### src/design/c8x_pkg.sv
// Shared types and constants of the CHIP-8 instruction execute unit.
// Used by the execute logic and the top level; no dependencies.
`default_nettype none

package c8x_pkg;

	localparam int C8X_STACK_DEPTH = 16;
	localparam logic [11:0] C8X_RESET_PC = 12'h200;

	localparam logic [11:0] PC_STEP = 12'd2;
	localparam logic [11:0] PC_SKIP = 12'd4;
	localparam logic [3:0] VF_IDX = 4'hF;
	localparam logic [3:0] V0_IDX = 4'h0;

	// Major opcode groups (top nibble of the instruction word).
	localparam logic [3:0] OP_SYS     = 4'h0;
	localparam logic [3:0] OP_JP      = 4'h1;
	localparam logic [3:0] OP_CALL    = 4'h2;
	localparam logic [3:0] OP_SE_IMM  = 4'h3;
	localparam logic [3:0] OP_SNE_IMM = 4'h4;
	localparam logic [3:0] OP_SE_REG  = 4'h5;
	localparam logic [3:0] OP_LD_IMM  = 4'h6;
	localparam logic [3:0] OP_ADD_IMM = 4'h7;
	localparam logic [3:0] OP_ALU     = 4'h8;
	localparam logic [3:0] OP_SNE_REG = 4'h9;
	localparam logic [3:0] OP_LD_I    = 4'hA;
	localparam logic [3:0] OP_JP_V0   = 4'hB;
	localparam logic [3:0] OP_RND     = 4'hC;

	// System instructions within the 0NNN group.
	localparam logic [11:0] SYS_CLS = 12'h0E0;
	localparam logic [11:0] SYS_RET = 12'h0EE;

	// ALU functions of the 8XYN group (low nibble).
	localparam logic [3:0] ALU_MOV = 4'h0;
	localparam logic [3:0] ALU_OR  = 4'h1;
	localparam logic [3:0] ALU_AND = 4'h2;
	localparam logic [3:0] ALU_XOR = 4'h3;
	localparam logic [3:0] ALU_ADD = 4'h4;
	localparam logic [3:0] ALU_SUB = 4'h5;
	localparam logic [3:0] ALU_SHR = 4'h6;
	localparam logic [3:0] ALU_SBN = 4'h7;
	localparam logic [3:0] ALU_SHL = 4'hE;

	typedef enum logic [2:0] {
		ST_OK          = 3'd0,
		ST_UNKNOWN     = 3'd1,
		ST_OVERFLOW    = 3'd2,
		ST_UNDERFLOW   = 3'd3,
		ST_UNSUPPORTED = 3'd4
	} status_t;

	typedef struct packed {
		logic [15:0] opcode;
		logic [7:0]  random_byte;
	} instr_t;

	typedef struct packed {
		logic [11:0] next_pc;
		logic [11:0] index_value;
		logic        dest_write;
		logic [3:0]  dest_reg;
		logic [7:0]  dest_value;
		logic [7:0]  flag_value;
		logic        clear_screen;
		status_t     status;
	} result_t;

	// Everything one instruction does to the architectural state.
	typedef struct packed {
		logic [11:0] next_pc;
		logic [11:0] index_next;
		logic        v_we;
		logic [3:0]  v_idx;
		logic [7:0]  v_val;
		logic [7:0]  vf_next;
		logic        push;
		logic        pop;
		logic        cls;
		status_t     status;
	} exec_t;

endpackage

`default_nettype wire

### src/design/c8x_chan_if.sv
// Valid/ready channel carrying one payload beat of a selectable type.
// Depends on nothing; payload types come from c8x_pkg at the instance.
`default_nettype none

interface c8x_chan_if #(
	parameter type T = logic
);
	logic valid;
	logic ready;
	T     data;

	modport source (output valid, output data, input ready);
	modport sink (input valid, input data, output ready);
endinterface

`default_nettype wire

### src/design/c8x_ram.sv
// Generic single-write, single-read RAM with a registered read port.
// No dependencies.
`default_nettype none

module c8x_ram #(
	parameter int WIDTH = 8,
	parameter int DEPTH = 16,
	localparam int AW = (DEPTH > 1) ? $clog2(DEPTH) : 1
) (
	input  wire logic             clk,
	input  wire logic             we,
	input  wire logic [AW-1:0]    waddr,
	input  wire logic [WIDTH-1:0] wdata,
	input  wire logic             re,
	input  wire logic [AW-1:0]    raddr,
	output logic      [WIDTH-1:0] rdata
);

	logic [WIDTH-1:0] mem [DEPTH];
	logic [WIDTH-1:0] rdata_q;

	always_ff @(posedge clk) begin
		if (we) begin
			mem[waddr] <= wdata;
		end
		if (re) begin
			rdata_q <= mem[raddr];
		end
	end

	assign rdata = rdata_q;

endmodule

`default_nettype wire

### src/design/c8x_exec.sv
// Decode and execute of one CHIP-8 instruction: next PC, register writes, VF, stack moves.
// Depends on c8x_pkg.
`default_nettype none

module c8x_exec
	import c8x_pkg::*;
(
	input  wire logic [15:0] op,
	input  wire logic [7:0]  rnd,
	input  wire logic [7:0]  vx,
	input  wire logic [7:0]  vy,
	input  wire logic [7:0]  vf,
	input  wire logic [11:0] pc,
	input  wire logic [11:0] index,
	input  wire logic [11:0] top,
	input  wire logic        stack_empty,
	input  wire logic        stack_full,
	output exec_t            ex
);

	logic [3:0]  x;
	logic [3:0]  y;
	logic [3:0]  n;
	logic [7:0]  nn;
	logic [11:0] nnn;
	logic [11:0] pc2;
	logic [11:0] pc4;

	logic        sets_flag;
	logic        alu_known;
	logic        flag;
	logic [8:0]  sum9;
	logic [7:0]  ax;
	logic [7:0]  ay;
	logic [7:0]  alu_val;

	assign x   = op[11:8];
	assign y   = op[7:4];
	assign n   = op[3:0];
	assign nn  = op[7:0];
	assign nnn = op[11:0];
	assign pc2 = pc + PC_STEP;
	assign pc4 = pc + PC_SKIP;
	assign sum9 = {1'b0, vx} + {1'b0, vy};

	// The flag comes from the operands as they were; VF is then written first,
	// so an operand that is VF itself sees the new flag.
	always_comb begin
		sets_flag = 1'b1;
		alu_known = 1'b1;
		flag      = 1'b0;
		case (n) inside
			ALU_MOV, ALU_OR, ALU_AND, ALU_XOR: sets_flag = 1'b0;
			ALU_ADD: flag = sum9[8];
			ALU_SUB: flag = (vx >= vy);
			ALU_SHR: flag = vx[0];
			ALU_SBN: flag = (vy >= vx);
			ALU_SHL: flag = vx[7];
			default: begin
				sets_flag = 1'b0;
				alu_known = 1'b0;
			end
		endcase

		ax = (sets_flag && (x == VF_IDX)) ? {7'd0, flag} : vx;
		ay = (sets_flag && (y == VF_IDX)) ? {7'd0, flag} : vy;

		case (n)
			ALU_MOV: alu_val = ay;
			ALU_OR:  alu_val = ax | ay;
			ALU_AND: alu_val = ax & ay;
			ALU_XOR: alu_val = ax ^ ay;
			ALU_ADD: alu_val = ax + ay;
			ALU_SUB: alu_val = ax - ay;
			ALU_SHR: alu_val = {1'b0, ax[7:1]};
			ALU_SBN: alu_val = ay - ax;
			ALU_SHL: alu_val = {ax[6:0], 1'b0};
			default: alu_val = 8'd0;
		endcase
	end

	always_comb begin
		ex            = '0;
		ex.next_pc    = pc2;
		ex.index_next = index;
		ex.v_idx      = x;
		ex.status     = ST_OK;

		unique case (op[15:12])
			OP_SYS: begin
				if (nnn == SYS_CLS) begin
					ex.cls = 1'b1;
				end else if (nnn == SYS_RET) begin
					if (stack_empty) begin
						ex.status  = ST_UNDERFLOW;
						ex.next_pc = pc;
					end else begin
						ex.pop     = 1'b1;
						ex.next_pc = top + PC_STEP;
					end
				end
			end
			OP_JP: ex.next_pc = nnn;
			OP_CALL: begin
				if (stack_full) begin
					ex.status  = ST_OVERFLOW;
					ex.next_pc = pc;
				end else begin
					ex.push    = 1'b1;
					ex.next_pc = nnn;
				end
			end
			OP_SE_IMM:  if (vx == nn) ex.next_pc = pc4;
			OP_SNE_IMM: if (vx != nn) ex.next_pc = pc4;
			OP_SE_REG:  if (vx == vy) ex.next_pc = pc4;
			OP_SNE_REG: if (vx != vy) ex.next_pc = pc4;
			OP_LD_IMM: begin
				ex.v_we  = 1'b1;
				ex.v_val = nn;
			end
			OP_ADD_IMM: begin
				ex.v_we  = 1'b1;
				ex.v_val = vx + nn;
			end
			OP_ALU: begin
				ex.v_we  = alu_known;
				ex.v_val = alu_val;
				if (!alu_known) ex.status = ST_UNKNOWN;
			end
			OP_LD_I: ex.index_next = nnn;
			// For BNNN the Y read port was pointed at V0.
			OP_JP_V0: ex.next_pc = nnn + {4'd0, vy};
			OP_RND: begin
				ex.v_we  = 1'b1;
				ex.v_val = rnd & nn;
			end
			default: ex.status = ST_UNSUPPORTED;
		endcase

		if (ex.v_we && (x == VF_IDX)) begin
			ex.vf_next = ex.v_val;
		end else if ((op[15:12] == OP_ALU) && sets_flag) begin
			ex.vf_next = {7'd0, flag};
		end else begin
			ex.vf_next = vf;
		end
	end

endmodule

`default_nettype wire

### src/design/chip8_instruction_execute_unit.sv
// Top level of the CHIP-8 instruction execute unit: input stage, register file,
// return stack and result register. Depends on c8x_pkg, c8x_chan_if, c8x_ram, c8x_exec.
`default_nettype none

// The unit executes one CHIP-8 instruction per beat on the instr channel (opcode plus a
// random byte for CXNN) and delivers one beat on the result channel with the new PC, I,
// the register write it made, VF and a status code. It sustains one instruction per clock
// cycle unless results stall; a beat goes via the input stage and result register. The
// register file V0-VE lives in two mirrored RAMs that are read when the instruction is
// taken in, with the value of the instruction ahead forwarded around them, so that
// back-to-back dependent instructions run at full rate. VF is kept in a register of its
// own. The return stack is a RAM of STACK_DEPTH entries with the top entry held in a
// register. The cfg channel loads a new PC at once; it is always ready and must only be
// used while no instruction is in flight. After reset the PC is 0x200, the registers
// are zero and the stack is empty; no clearing pass is needed.
module chip8_instruction_execute_unit
	import c8x_pkg::*;
#(
	parameter int STACK_DEPTH = C8X_STACK_DEPTH
) (
	input wire logic    clk,
	input wire logic    arst_n,
	c8x_chan_if.sink    instr,
	c8x_chan_if.source  result,
	c8x_chan_if.sink    cfg
);

	localparam int SAW = (STACK_DEPTH > 1) ? $clog2(STACK_DEPTH) : 1;
	localparam int SDW = $clog2(STACK_DEPTH + 1);

	// Input stage.
	logic        valid_s1;
	logic [15:0] op_s1;
	logic [7:0]  rnd_s1;
	logic [3:0]  yaddr_s1;
	logic        fwd_x_s1;
	logic        fwd_y_s1;
	logic [7:0]  fwd_val_s1;

	// Architectural state.
	logic [11:0]     pc_q;
	logic [11:0]     index_q;
	logic [7:0]      vf_q;
	logic [15:0]     vvalid_q;
	logic [SDW-1:0]  depth_q;
	logic [11:0]     tos_q;
	logic            top_sel_q;

	// Result register.
	logic    out_valid_q;
	result_t res_q;

	logic        accept;
	logic        advance;
	logic [3:0]  in_x;
	logic [3:0]  in_y;
	logic [3:0]  x_s1;
	logic [7:0]  rx;
	logic [7:0]  ry;
	logic [7:0]  vx;
	logic [7:0]  vy;
	logic [11:0] stk_rdata;
	logic [11:0] top;
	logic [SDW-1:0] stk_rd_idx;
	exec_t       ex;

	// An instruction leaves the input stage when the result register is free or drains
	// in the same cycle; the input stage then refills in that same cycle.
	assign advance      = valid_s1 && (!out_valid_q || result.ready);
	assign instr.ready  = !valid_s1 || advance;
	assign accept       = instr.valid && instr.ready;
	assign cfg.ready    = 1'b1;

	// Read addresses are taken from the incoming beat; BNNN reads V0 on the Y port.
	assign in_x = instr.data.opcode[11:8];
	assign in_y = (instr.data.opcode[15:12] == OP_JP_V0) ? V0_IDX : instr.data.opcode[7:4];

	always_ff @(posedge clk or negedge arst_n) begin
		if (!arst_n) begin
			valid_s1 <= 1'b0;
		end else if (accept) begin
			valid_s1 <= 1'b1;
		end else if (advance) begin
			valid_s1 <= 1'b0;
		end
	end

	// The RAM read in the accept cycle misses a write made by the instruction that
	// commits at the same edge, so that value is forwarded alongside the beat.
	always_ff @(posedge clk) begin
		if (accept) begin
			op_s1      <= instr.data.opcode;
			rnd_s1     <= instr.data.random_byte;
			yaddr_s1   <= in_y;
			fwd_x_s1   <= advance && ex.v_we && (ex.v_idx == in_x);
			fwd_y_s1   <= advance && ex.v_we && (ex.v_idx == in_y);
			fwd_val_s1 <= ex.v_val;
		end
	end

	c8x_ram #(
		.WIDTH (8),
		.DEPTH (16)
	) u_vx_ram (
		.clk   (clk),
		.we    (advance && ex.v_we),
		.waddr (ex.v_idx),
		.wdata (ex.v_val),
		.re    (accept),
		.raddr (in_x),
		.rdata (rx)
	);

	c8x_ram #(
		.WIDTH (8),
		.DEPTH (16)
	) u_vy_ram (
		.clk   (clk),
		.we    (advance && ex.v_we),
		.waddr (ex.v_idx),
		.wdata (ex.v_val),
		.re    (accept),
		.raddr (in_y),
		.rdata (ry)
	);

	// VF always comes from its own register; an entry never written reads as zero.
	assign x_s1 = op_s1[11:8];
	assign vx = (x_s1 == VF_IDX)     ? vf_q :
	            fwd_x_s1             ? fwd_val_s1 :
	            vvalid_q[x_s1]       ? rx : 8'd0;
	assign vy = (yaddr_s1 == VF_IDX) ? vf_q :
	            fwd_y_s1             ? fwd_val_s1 :
	            vvalid_q[yaddr_s1]   ? ry : 8'd0;

	// Return stack. The entry below the top is read every cycle, so that right after
	// a return the RAM output is the new top; tos_q takes it unless the stack moves.
	assign stk_rd_idx = depth_q - SDW'(2);

	c8x_ram #(
		.WIDTH (12),
		.DEPTH (STACK_DEPTH)
	) u_stack_ram (
		.clk   (clk),
		.we    (advance && ex.push),
		.waddr (depth_q[SAW-1:0]),
		.wdata (pc_q),
		.re    (1'b1),
		.raddr (stk_rd_idx[SAW-1:0]),
		.rdata (stk_rdata)
	);

	assign top = top_sel_q ? stk_rdata : tos_q;

	c8x_exec u_exec (
		.op          (op_s1),
		.rnd         (rnd_s1),
		.vx          (vx),
		.vy          (vy),
		.vf          (vf_q),
		.pc          (pc_q),
		.index       (index_q),
		.top         (top),
		.stack_empty (depth_q == '0),
		.stack_full  (depth_q == SDW'(STACK_DEPTH)),
		.ex          (ex)
	);

	always_ff @(posedge clk or negedge arst_n) begin
		if (!arst_n) begin
			pc_q      <= C8X_RESET_PC;
			index_q   <= 12'd0;
			vf_q      <= 8'd0;
			vvalid_q  <= 16'd0;
			depth_q   <= '0;
			top_sel_q <= 1'b0;
		end else begin
			if (cfg.valid) begin
				pc_q <= cfg.data;
			end else if (advance) begin
				pc_q <= ex.next_pc;
			end
			if (advance) begin
				index_q <= ex.index_next;
				vf_q    <= ex.vf_next;
				if (ex.v_we) begin
					vvalid_q[ex.v_idx] <= 1'b1;
				end
				if (ex.push) begin
					depth_q <= depth_q + SDW'(1);
				end else if (ex.pop) begin
					depth_q <= depth_q - SDW'(1);
				end
			end
			if (advance && ex.push) begin
				top_sel_q <= 1'b0;
			end else if (advance && ex.pop) begin
				top_sel_q <= 1'b1;
			end else begin
				top_sel_q <= 1'b0;
			end
		end
	end

	// Top-of-stack copy; payload only, so no reset.
	always_ff @(posedge clk) begin
		if (advance && ex.push) begin
			tos_q <= pc_q;
		end else if (!(advance && ex.pop) && top_sel_q) begin
			tos_q <= stk_rdata;
		end
	end

	// Result register.
	always_ff @(posedge clk or negedge arst_n) begin
		if (!arst_n) begin
			out_valid_q <= 1'b0;
		end else if (advance) begin
			out_valid_q <= 1'b1;
		end else if (result.ready) begin
			out_valid_q <= 1'b0;
		end
	end

	always_ff @(posedge clk) begin
		if (advance) begin
			res_q.next_pc      <= ex.next_pc;
			res_q.index_value  <= ex.index_next;
			res_q.dest_write   <= ex.v_we;
			res_q.dest_reg     <= ex.v_we ? ex.v_idx : 4'd0;
			res_q.dest_value   <= ex.v_we ? ex.v_val : 8'd0;
			res_q.flag_value   <= ex.vf_next;
			res_q.clear_screen <= ex.cls;
			res_q.status       <= ex.status;
		end
	end

	assign result.valid = out_valid_q;
	assign result.data  = res_q;

endmodule

`default_nettype wire

### src/flat_wrapper.sv
// flat-port wrapper written by rule: the top's interface ports become plain ports
module chip8_instruction_execute_unit_flat import c8x_pkg::*;
#(
	parameter int STACK_DEPTH = C8X_STACK_DEPTH
)
  (clk, arst_n, instr_valid, instr_data, instr_ready, result_valid, result_data, result_ready, cfg_valid, cfg_data, cfg_ready);
  c8x_chan_if #(.T(instr_t)) instr_i ();
  c8x_chan_if #(.T(result_t)) result_i ();
  c8x_chan_if #(.T(logic [11:0])) cfg_i ();
  input wire logic clk;
  input wire logic arst_n;
  input wire logic [$bits(instr_i.valid)-1:0] instr_valid;
  input wire logic [$bits(instr_i.data)-1:0] instr_data;
  output wire logic [$bits(instr_i.ready)-1:0] instr_ready;
  output wire logic [$bits(result_i.valid)-1:0] result_valid;
  output wire logic [$bits(result_i.data)-1:0] result_data;
  input wire logic [$bits(result_i.ready)-1:0] result_ready;
  input wire logic [$bits(cfg_i.valid)-1:0] cfg_valid;
  input wire logic [$bits(cfg_i.data)-1:0] cfg_data;
  output wire logic [$bits(cfg_i.ready)-1:0] cfg_ready;
  assign instr_i.valid = instr_valid;
  assign instr_i.data = instr_data;
  assign instr_ready = instr_i.ready;
  assign result_valid = result_i.valid;
  assign result_data = result_i.data;
  assign result_i.ready = result_ready;
  assign cfg_i.valid = cfg_valid;
  assign cfg_i.data = cfg_data;
  assign cfg_ready = cfg_i.ready;
  chip8_instruction_execute_unit #(.STACK_DEPTH(STACK_DEPTH)) u_core (.clk(clk), .arst_n(arst_n), .instr(instr_i), .result(result_i), .cfg(cfg_i));
endmodule
### config.mk
export PLATFORM = sky130hd
export DESIGN_NAME = chip8_instruction_execute_unit_flat
export DESIGN_NICKNAME = d
export VERILOG_FILES = /design/src/design/c8x_pkg.sv /design/src/design/c8x_chan_if.sv /design/src/design/c8x_ram.sv /design/src/design/c8x_exec.sv /design/src/design/chip8_instruction_execute_unit.sv /design/src/flat_wrapper.sv
export SDC_FILE = /design/constraint.sdc
export NUM_CORES = 1
export LEC_CHECK = 0
export BUFFER_PORTS_ARGS = -buffer_cell sky130_fd_sc_hd__buf_2
export CAP_MARGIN = 15
export CORE_UTILIZATION = 30
export DETAILED_ROUTE_END_ITERATION = 7
export SLEW_MARGIN = 20
export SYNTH_ARGS = -nofsm -noshare
export SYNTH_HDL_FRONTEND = slang
export SYNTH_SLANG_ARGS = --single-unit
### constraint.sdc
create_clock -name clk -period 16.1 [get_ports clk]
set_clock_uncertainty 0.1 [all_clocks]
set_input_delay 3.22 -clock clk [delete_from_list [all_inputs] [get_ports clk]]
set_output_delay 3.22 -clock clk [all_outputs]
set_load 0.05 [all_outputs]
==> results of run 1 <==
[layout make-up]
cell class	count	area (um^2)	area share
multi-input combinational	1335	10700	0.3606
tap	1144	1431	0.04822
timing repair buffer	147	890.9	0.03001
clock buffer	67	1420	0.04784
clock inverter	33	274.0	0.009231
inverter	67	252.7	0.008515
sequential	503	14710	0.4956
[worst max path at each step]
stage	cells past startpoint	slack [ns]	endpoint
floorplan	1	9.08	instr_ready
global placement	25	7.85	u_core.u_vx_ram.mem[0][7]
detailed placement	22	7.70	u_core.u_vx_ram.mem[15][2]
CTS	22	7.64	u_core.fwd_val_s1[2]
global route	22	7.01	u_core.fwd_val_s1[2]
finish	22	7.51	u_core.fwd_val_s1[2]
[state kept, by name (all words and copies together), names as in the netlist, 4 cells and up]
register / cells
u_core.fwd_val_s1: 8
u_core.u_vx_ram.mem: 40
u_core.depth_q: 5
u_core.u_vy_ram.mem: 88
u_core.vf_q: 8
u_core.pc_q: 12
u_core.u_vy_ram.rdata: 8
u_core.op_s1: 16
u_core.u_stack_ram.mem: 192
u_core.yaddr_s1: 4
u_core.result.data: 49
u_core.index_q: 12
u_core.rnd_s1: 8
u_core.vvalid_q: 16
u_core.u_stack_ram.rdata: 12
u_core.tos_q: 12
u_core.u_vx_ram.rdata: 8
[placed cells by master (no fill, tap or decap), drive strengths merged, types with 7 or more instances in the layout]
master	n
a31oi	10
and3	20
clkinv	26
a22oi	15
o211ai	9
nand2b	27
o21ai	118
dfxtp	12
nor2	109
a21oi	122
o31ai	9
nor2b	16
buf	147
nand3b	7
o22ai	19
ha	69
a221oi	30
o21a	8
mux2i	60
edfxtp	435
xor2	28
dfrtp	55
xnor2	45
or2	19
a211oi	12
inv	71
clkbuf	67
nor3b	8
mux4	105
nand2	185
a21o	22
o21bai	7
nor3	30
nand3	51
and2	19
o221ai	8
mux2	50
nand4	11
[power by group through the flow]
stage	registers (W)	clock network [W]	logic (W)
2_1_floorplan	0.00166	0	0.000641
3_3_place_gp	0.00168	0	0.000907
3_5_place_dp	0.00168	0	0.000921
4_1_cts	0.00166	0.00122	0.000924
5_1_grt	0.00165	0.00126	0.00102
6_report	0.00164	0.00119	0.000947
[worst max-delay path, stage by stage (launching register included)]
cell	delay, ns
edfxtp_1	0.98
and4_1	0.96
a21oi_1	0.21
a41oi_1	0.28
and2_1	0.29
inv_1	0.10
ha_1	0.37
or4_4	0.58
or2_1	0.46
a31oi_1	0.22
nand2_1	0.07
a21oi_1	0.44
mux2i_1	0.24
inv_1	0.14
ha_1	0.20
fa_1	0.25
xor2_1	0.09
a31oi_1	0.18
nor3b_1	0.07
nor3_1	0.21
o21ai_0	0.13
o32ai_1	0.96
inv_1	0.59
[cell families (layout without fill, tap and decap cells)]
| kind of cell | after synthesis | after routing | share of synthesized area |
|---|---|---|---|
| other cells | 1 | 1 | 0.0001438 |
| compound gates | 448 | 448 | 0.1126 |
| simple gates | 524 | 524 | 0.09655 |
| mux | 215 | 215 | 0.1364 |
| flops | 503 | 503 | 0.5640 |
| xor+xnor | 73 | 73 | 0.02524 |
| buf+inv | 184 | 314 | 0.02821 |
| fa+ha+maj | 74 | 74 | 0.03695 |
[through the flow]
step                      power (W)  std cells  worst slack (ns)    util  cell area (um^2)
final                      0.003778       3296             7.508  0.3464             29680
after global routing       0.003932       3296             7.014  0.3464             29680
after CTS                  0.003800       3295             7.636  0.3461             29650
after detailed placement   0.002606       3195             7.696  0.3263             27960
after global placement     0.002590       3195             7.849  0.3261             27940
after floorplan            0.002302       2022             9.077       -             26080
[metal layers]
metal,global-route usage,share of wire,wire [um],up-vias
met5,0,0,0,-
met4,0.05083,0.026,2109,0
met3,0.02172,0.070,5582,124
met2,0.2831,0.46,37130,857
met1,0.2566,0.44,35480,9080
li1,-,-,-,7951
==> run_results.csv, run 1 <==
group,metric,value,unit
setup_path,r2r_slack,7.51,ns
power,comb_power_share,0.251,
synthesis,ys_ff_latch,503,
timing,setup_tns,0,ns
synthesis,synth_top_area_share,0.5010,
power,ir_drop,0.08810,mV
finish,nets,2223,
timing,fin_crit_sh,0.5337,
finish,n_antenna_cell,0,
synthesis,synth_top_area_cell,"edfxtp_1",
synthesis,synthTopCellsByArea,"edfxtp_1 50%, mux4_2 8.7%, dfrtp_1 5.3%",
synthesis,netlist_instances,2022,
setup_path,worst_r2r_path_depth,22,
place,io_buffers,91,
min_path,worstHoldStart,"u_core.index_q[5]",
setup_path,critPathLaunch,"u_core.op_s1[8]",
power,total_leakage_power,10.70,nW
timing,slew_headroom,0.2521,
drt,vias,18010,
timing,report.final.slew_viol_count,0,
setup_path,critPathLaunchType,"flop",
clock_network,cts_root_buf,"clkbuf_16",
drt,vias_per_cell,5.465,
floorplanning,std_cell_rows,107,
clock_network,clkTransAtPathRegs,0.06,ns
power,p_sw_frac,0.3128,
min_path,hold_depth,2,
setup_path,worstReg2RegStart,"u_core.op_s1[8]",
status,status,"finished, final reports clean",
setup_path,rr_endpoint,"u_core.fwd_val_s1[2]",
clock_network,cts_setup_buffers,0,
synthesis,synth_most_common_cell,"edfxtp_1",
clock_network,cts_max_level,2,
job,max_cap_violations,0,
grt,grt_pass1_vias,17680,
setup_path,required,16.16,ns
clock_network,clk_latency,0.64,ns
timing,worstMarginPinSlew,1.118,ns
power,switching_power,0.001182,W
clock_network,cts_resized,0,
setup_path,worstPathArrival,8.65,ns
drt,drt_iter0_drc,2117,
clock_network,cts_sinks,503,
power,power.internal,0.002596,W
synthesis,yosysSeqAreaShare,0.5640,
floorplanning,start_util,0.3043,
grt,antenna_found_initial,0,
clock_network,cts_buffers,54,
timing,finalHoldViolCount,0,
floorplanning,fp.dieH,296.8,um
floorplanning,core_area,0.08568,mm^2
grt,grt_pass1_wl,119200,um
clock_network,cts_tree,"yes",
floorplanning,io_pins,93,
synthesis,syn-cell-area,0.02608,mm^2
min_path,whs_endpoint,"u_core.index_q[5]",
floorplanning,die_area,0.08810,mm^2
finish,syn2layout_area_growth,13.84,%
synthesis,netlist_top_cells_count,"435 x edfxtp_1, 185 x nand2_1, 119 x a21oi_1",
setup_path,crit_type,"reg2reg",
synthesis,synth_nets,2137,
synthesis,syn_avg_cell_area,12.90,um^2
synthesis,synth-main-ff-cell,"edfxtp_1",
drt,routedWlPerCell,24.36,um
grt,grt_max_degree,63,
floorplanning,die_x,296.8,um
timing,holdWs,0.3708,ns
finish,drive_gt1_frac,0.2007,
clock_network,cts_buffer_depth,3,
grt,grt_use_total,0.1788,
finish,fillers,8332,
drt,drt_wl_total,80290,um
synthesis,yosys_warnings,0,
timing,setup_viol,0,
power,seqPwrFrac,0.434,
synthesis,synth-edff-count,435,
grt,globalRouteOverflowTotal,0,
clock_network,hold_buffers,0,
power,pwr-share-clk,0.316,
synthesis,async_flop_share,0.1113,
timing,fmax,116.4,MHz
drt,ant_nets,0,
setup_path,cp_max_fo,25,
drt,dr.pass1.iters,5,
min_path,min_path_type,"reg2reg",
place,post-dp-hpwl,54310,um
power,cellPowerDensity,127.3,mW/mm^2
place,place_congestion,0.9059,
timing,rsz0062_at_grt,"false",
drt,drc,0,
setup_path,cp-end-kind,"flop",
synthesis,ys_types,87,
timing,fin_crit,8.592,ns
(Power assumes the default switching activity.)
==> inputs of run 2 (changes only) <==
- ABC_AREA: not set -> 1
- clock period: 16.1 -> 7.32 ns (I/O delays scaled with it)
==> run 2 against run 1 <==
  * Register-to-register slack got worse by 6.7 ns
  * Via count rose by 9.3%
  * Flip-flop and latch count did not move
  * Largest cell class unchanged
  * Clock power rose by 120%
  * Core utilization fell by 0.20 points
  * Maximum frequency rose by 32%
==> run_results.csv, run 2 <==
group,metric,value,unit
finish,layout_commonest_cell,"nand2_1",
job,max_cap_violations,0,
timing,setup_viol,0,
finish,largest_reg_flops,192,
synthesis,syn-cell-area,0.02525,mm^2
timing,fin_crit,6.534,ns
timing,setup_tns,0,ns
timing,finalHoldViolCount,0,
synthesis,synth-edff-count,435,
finish,regMostFlops,"u_core.u_stack_ram.mem",
timing,fmax,153.1,MHz
finish,n_antenna_cell,0,
timing,fin_crit_sh,0.8926,
synthesis,syn_avg_cell_area,10.09,um^2
place,post-dp-hpwl,53850,um
synthesis,netlist_top_cells_count,"439 x nand2_1, 435 x edfxtp_1, 265 x nor2_1",
setup_path,slowest_stage,"edfxtp_1",
drt,dr.pass1.iters,8,
synthesis,async_flop_share,0.1113,
grt,grt_max_degree,72,
floorplanning,start_util,0.3027,
setup_path,path_buf_inv,6,
setup_path,crit_type,"reg2reg",
drt,routedWlPerCell,21.24,um
clock_network,cts_root_buf,"clkbuf_16",
drt,vias,19680,
grt,grt_pass1_wl,118300,um
place,dpl_worst_slack,0.6691,ns
timing,worstMarginPinSlew,1.115,ns
synthesis,synth-main-ff-cell,"edfxtp_1",
finish,nets,2710,
power,ir_drop,0.1752,mV
timing,timing.final.ws_setup,0.7863,ns
floorplanning,std_cell_rows,106,
floorplanning,io_pins,93,
setup_path,crit_family,"simple AND/OR/NAND/NOR gates",
grt,grt_pass1_vias,18470,
floorplanning,die_area,0.08533,mm^2
drt,ant_nets,0,
setup_path,critPathLaunchType,"flop",
clock_network,cts_sinks,503,
clock_network,cts_max_level,2,
status,status,"finished, final reports clean",
setup_path,max_stage_delay,0.61,ns
floorplanning,core_area,0.08342,mm^2
power,cellPowerDensity,306.1,mW/mm^2
finish,syn2layout_area_growth,13.78,%
clock_network,clk_latency,0.64,ns
setup_path,cp-end-kind,"flop",
synthesis,synth_nets,2618,
synthesis,netlist_instances,2503,
drt,vias_per_cell,5.295,
drt,drt_iter0_drc,2213,
floorplanning,die_x,292.1,um
synthesis,synth_top_area_cell,"edfxtp_1",
place,place_congestion,0.9689,
timing,holdWs,0.3807,ns
setup_path,crit_top_cell,"nand2_1",
setup_path,cp_max_fo,18,
clock_network,cts_buffers,53,
grt,grt_use_total,0.1822,
finish,drive_gt1_frac,0.1191,
timing,rsz0062_at_grt,"false",
drt,drt_wl_total,78940,um
setup_path,worstPathArrival,6.93,ns
synthesis,yosysSeqAreaShare,0.5824,
synthesis,ys_ff_latch,503,
grt,antenna_found_initial,1,
setup_path,required,7.72,ns
floorplanning,fp.dieH,292.1,um
drt,drc,0,
synthesis,synthTopCellsByArea,"edfxtp_1 52%, nand2_1 6.5%, dfrtp_1 5.5%",
finish,most-common-layout-cells,"439 x nand2_1, 435 x edfxtp_1, 251 x nor2_1, 244 x o21ai_0, 204 x inv_1",
timing,slew_headroom,0.2569,
synthesis,yosys_warnings,0,
place,io_buffers,91,
clock_network,cts_buffer_depth,3,
power,total_leakage_power,10.91,nW
clock_network,cts_tree,"yes",
synthesis,synth_most_common_cell,"nand2_1",
finish,fillers,8354,
synthesis,ys_types,70,
clock_network,hold_buffers,0,
synthesis,synth_top_area_share,0.5173,
timing,report.final.slew_viol_count,0,
grt,globalRouteOverflowTotal,0,
min_path,min_path_type,"reg2reg",
clock_network,clkTransAtPathRegs,0.06,ns
-- run 2: path summary, 6_finish.rpt --
path                               startpoint             endpoint  slack [ns]  depth (start not counted)
max in group asynchronous              arst_n  u_core.vvalid_q[10]        5.64                          2
min                        u_core.index_q[10]   u_core.index_q[10]        0.38                          2
min reg2reg                u_core.index_q[10]   u_core.index_q[10]        0.38                          2
min in group asynchronous              arst_n      u_core.valid_s1        0.89                          2
max reg2reg                   u_core.op_s1[8]       u_core.vf_q[4]        0.79                         45
max                           u_core.op_s1[8]       u_core.vf_q[4]        0.79                         45
-- run 2: logic make-up after synthesis --
group,synth area share
simple gates,0.1555
compound gates,0.1572
flops,0.5824
buf+inv,0.05119
fa+ha+maj,0.03815
xor+xnor,0.01462
mux,0.0007929
other cells,0.0001485
-- run 2: metrics by stage --
step / cell area [um^2] / power, W / util / instances
2_1_floorplan: 25250 / 0.005288 / - / 2503
4_1_cts: 28680 / 0.008817 / 0.3437 / 3714
3_5_place_dp: 26990 / 0.006189 / 0.3235 / 3617
6_report: 28730 / 0.008794 / 0.3444 / 3717
5_1_grt: 28730 / 0.009191 / 0.3444 / 3717
3_3_place_gp: 26980 / 0.006181 / 0.3234 / 3617
-- run 2: worst register-to-register path, delay by kind of cell (launching register included) --
family	cells	cell delay, ns
buffers and inverters	6	0.89
flip-flops	1	0.61
AO/OA/AOI/OAI	7	1.03
AND/OR/NAND/NOR	29	2.70
adder cells (fa/ha/maj)	3	1.07
-- run 2: area by class of cell --
type	instances	area (um^2)	share of cell area
Inverter	230	879.6	0.03062
Clock inverter	27	266.5	0.009276
Multi-Input combinational cell	1672	9318	0.3243
Timing Repair Buffer	135	789.5	0.02748
Sequential cell	503	14710	0.5118
Tap cell	1080	1351	0.04703
Clock buffer	70	1420	0.04943
-- run 2: repair_timing --
action,4_1_cts,5_1_grt
resized for setup,0,3
endpoints found under the setup margin,0,23
setup buffers,0,2
-- run 2: per-layer routing --
metal / routed length (um) / up-vias / GRT usage
met5: 13 / - / 0
met4: 2432 / 2 / 0.05841
met3: 6181 / 139 / 0.03067
met2: 35930 / 855 / 0.2869
met1: 34390 / 9587 / 0.2542
li1: - / 9098 / -
-- run 2: where the power goes --
part / leakage, nW / internal, W / switching [W] / total [W]
Combinational: 5.32 / 0.000709 / 0.00177 / 0.00248
Sequential: 4.78 / 0.00344 / 0.000238 / 0.00368
Clock: 0.818 / 0.00148 / 0.00116 / 0.00264
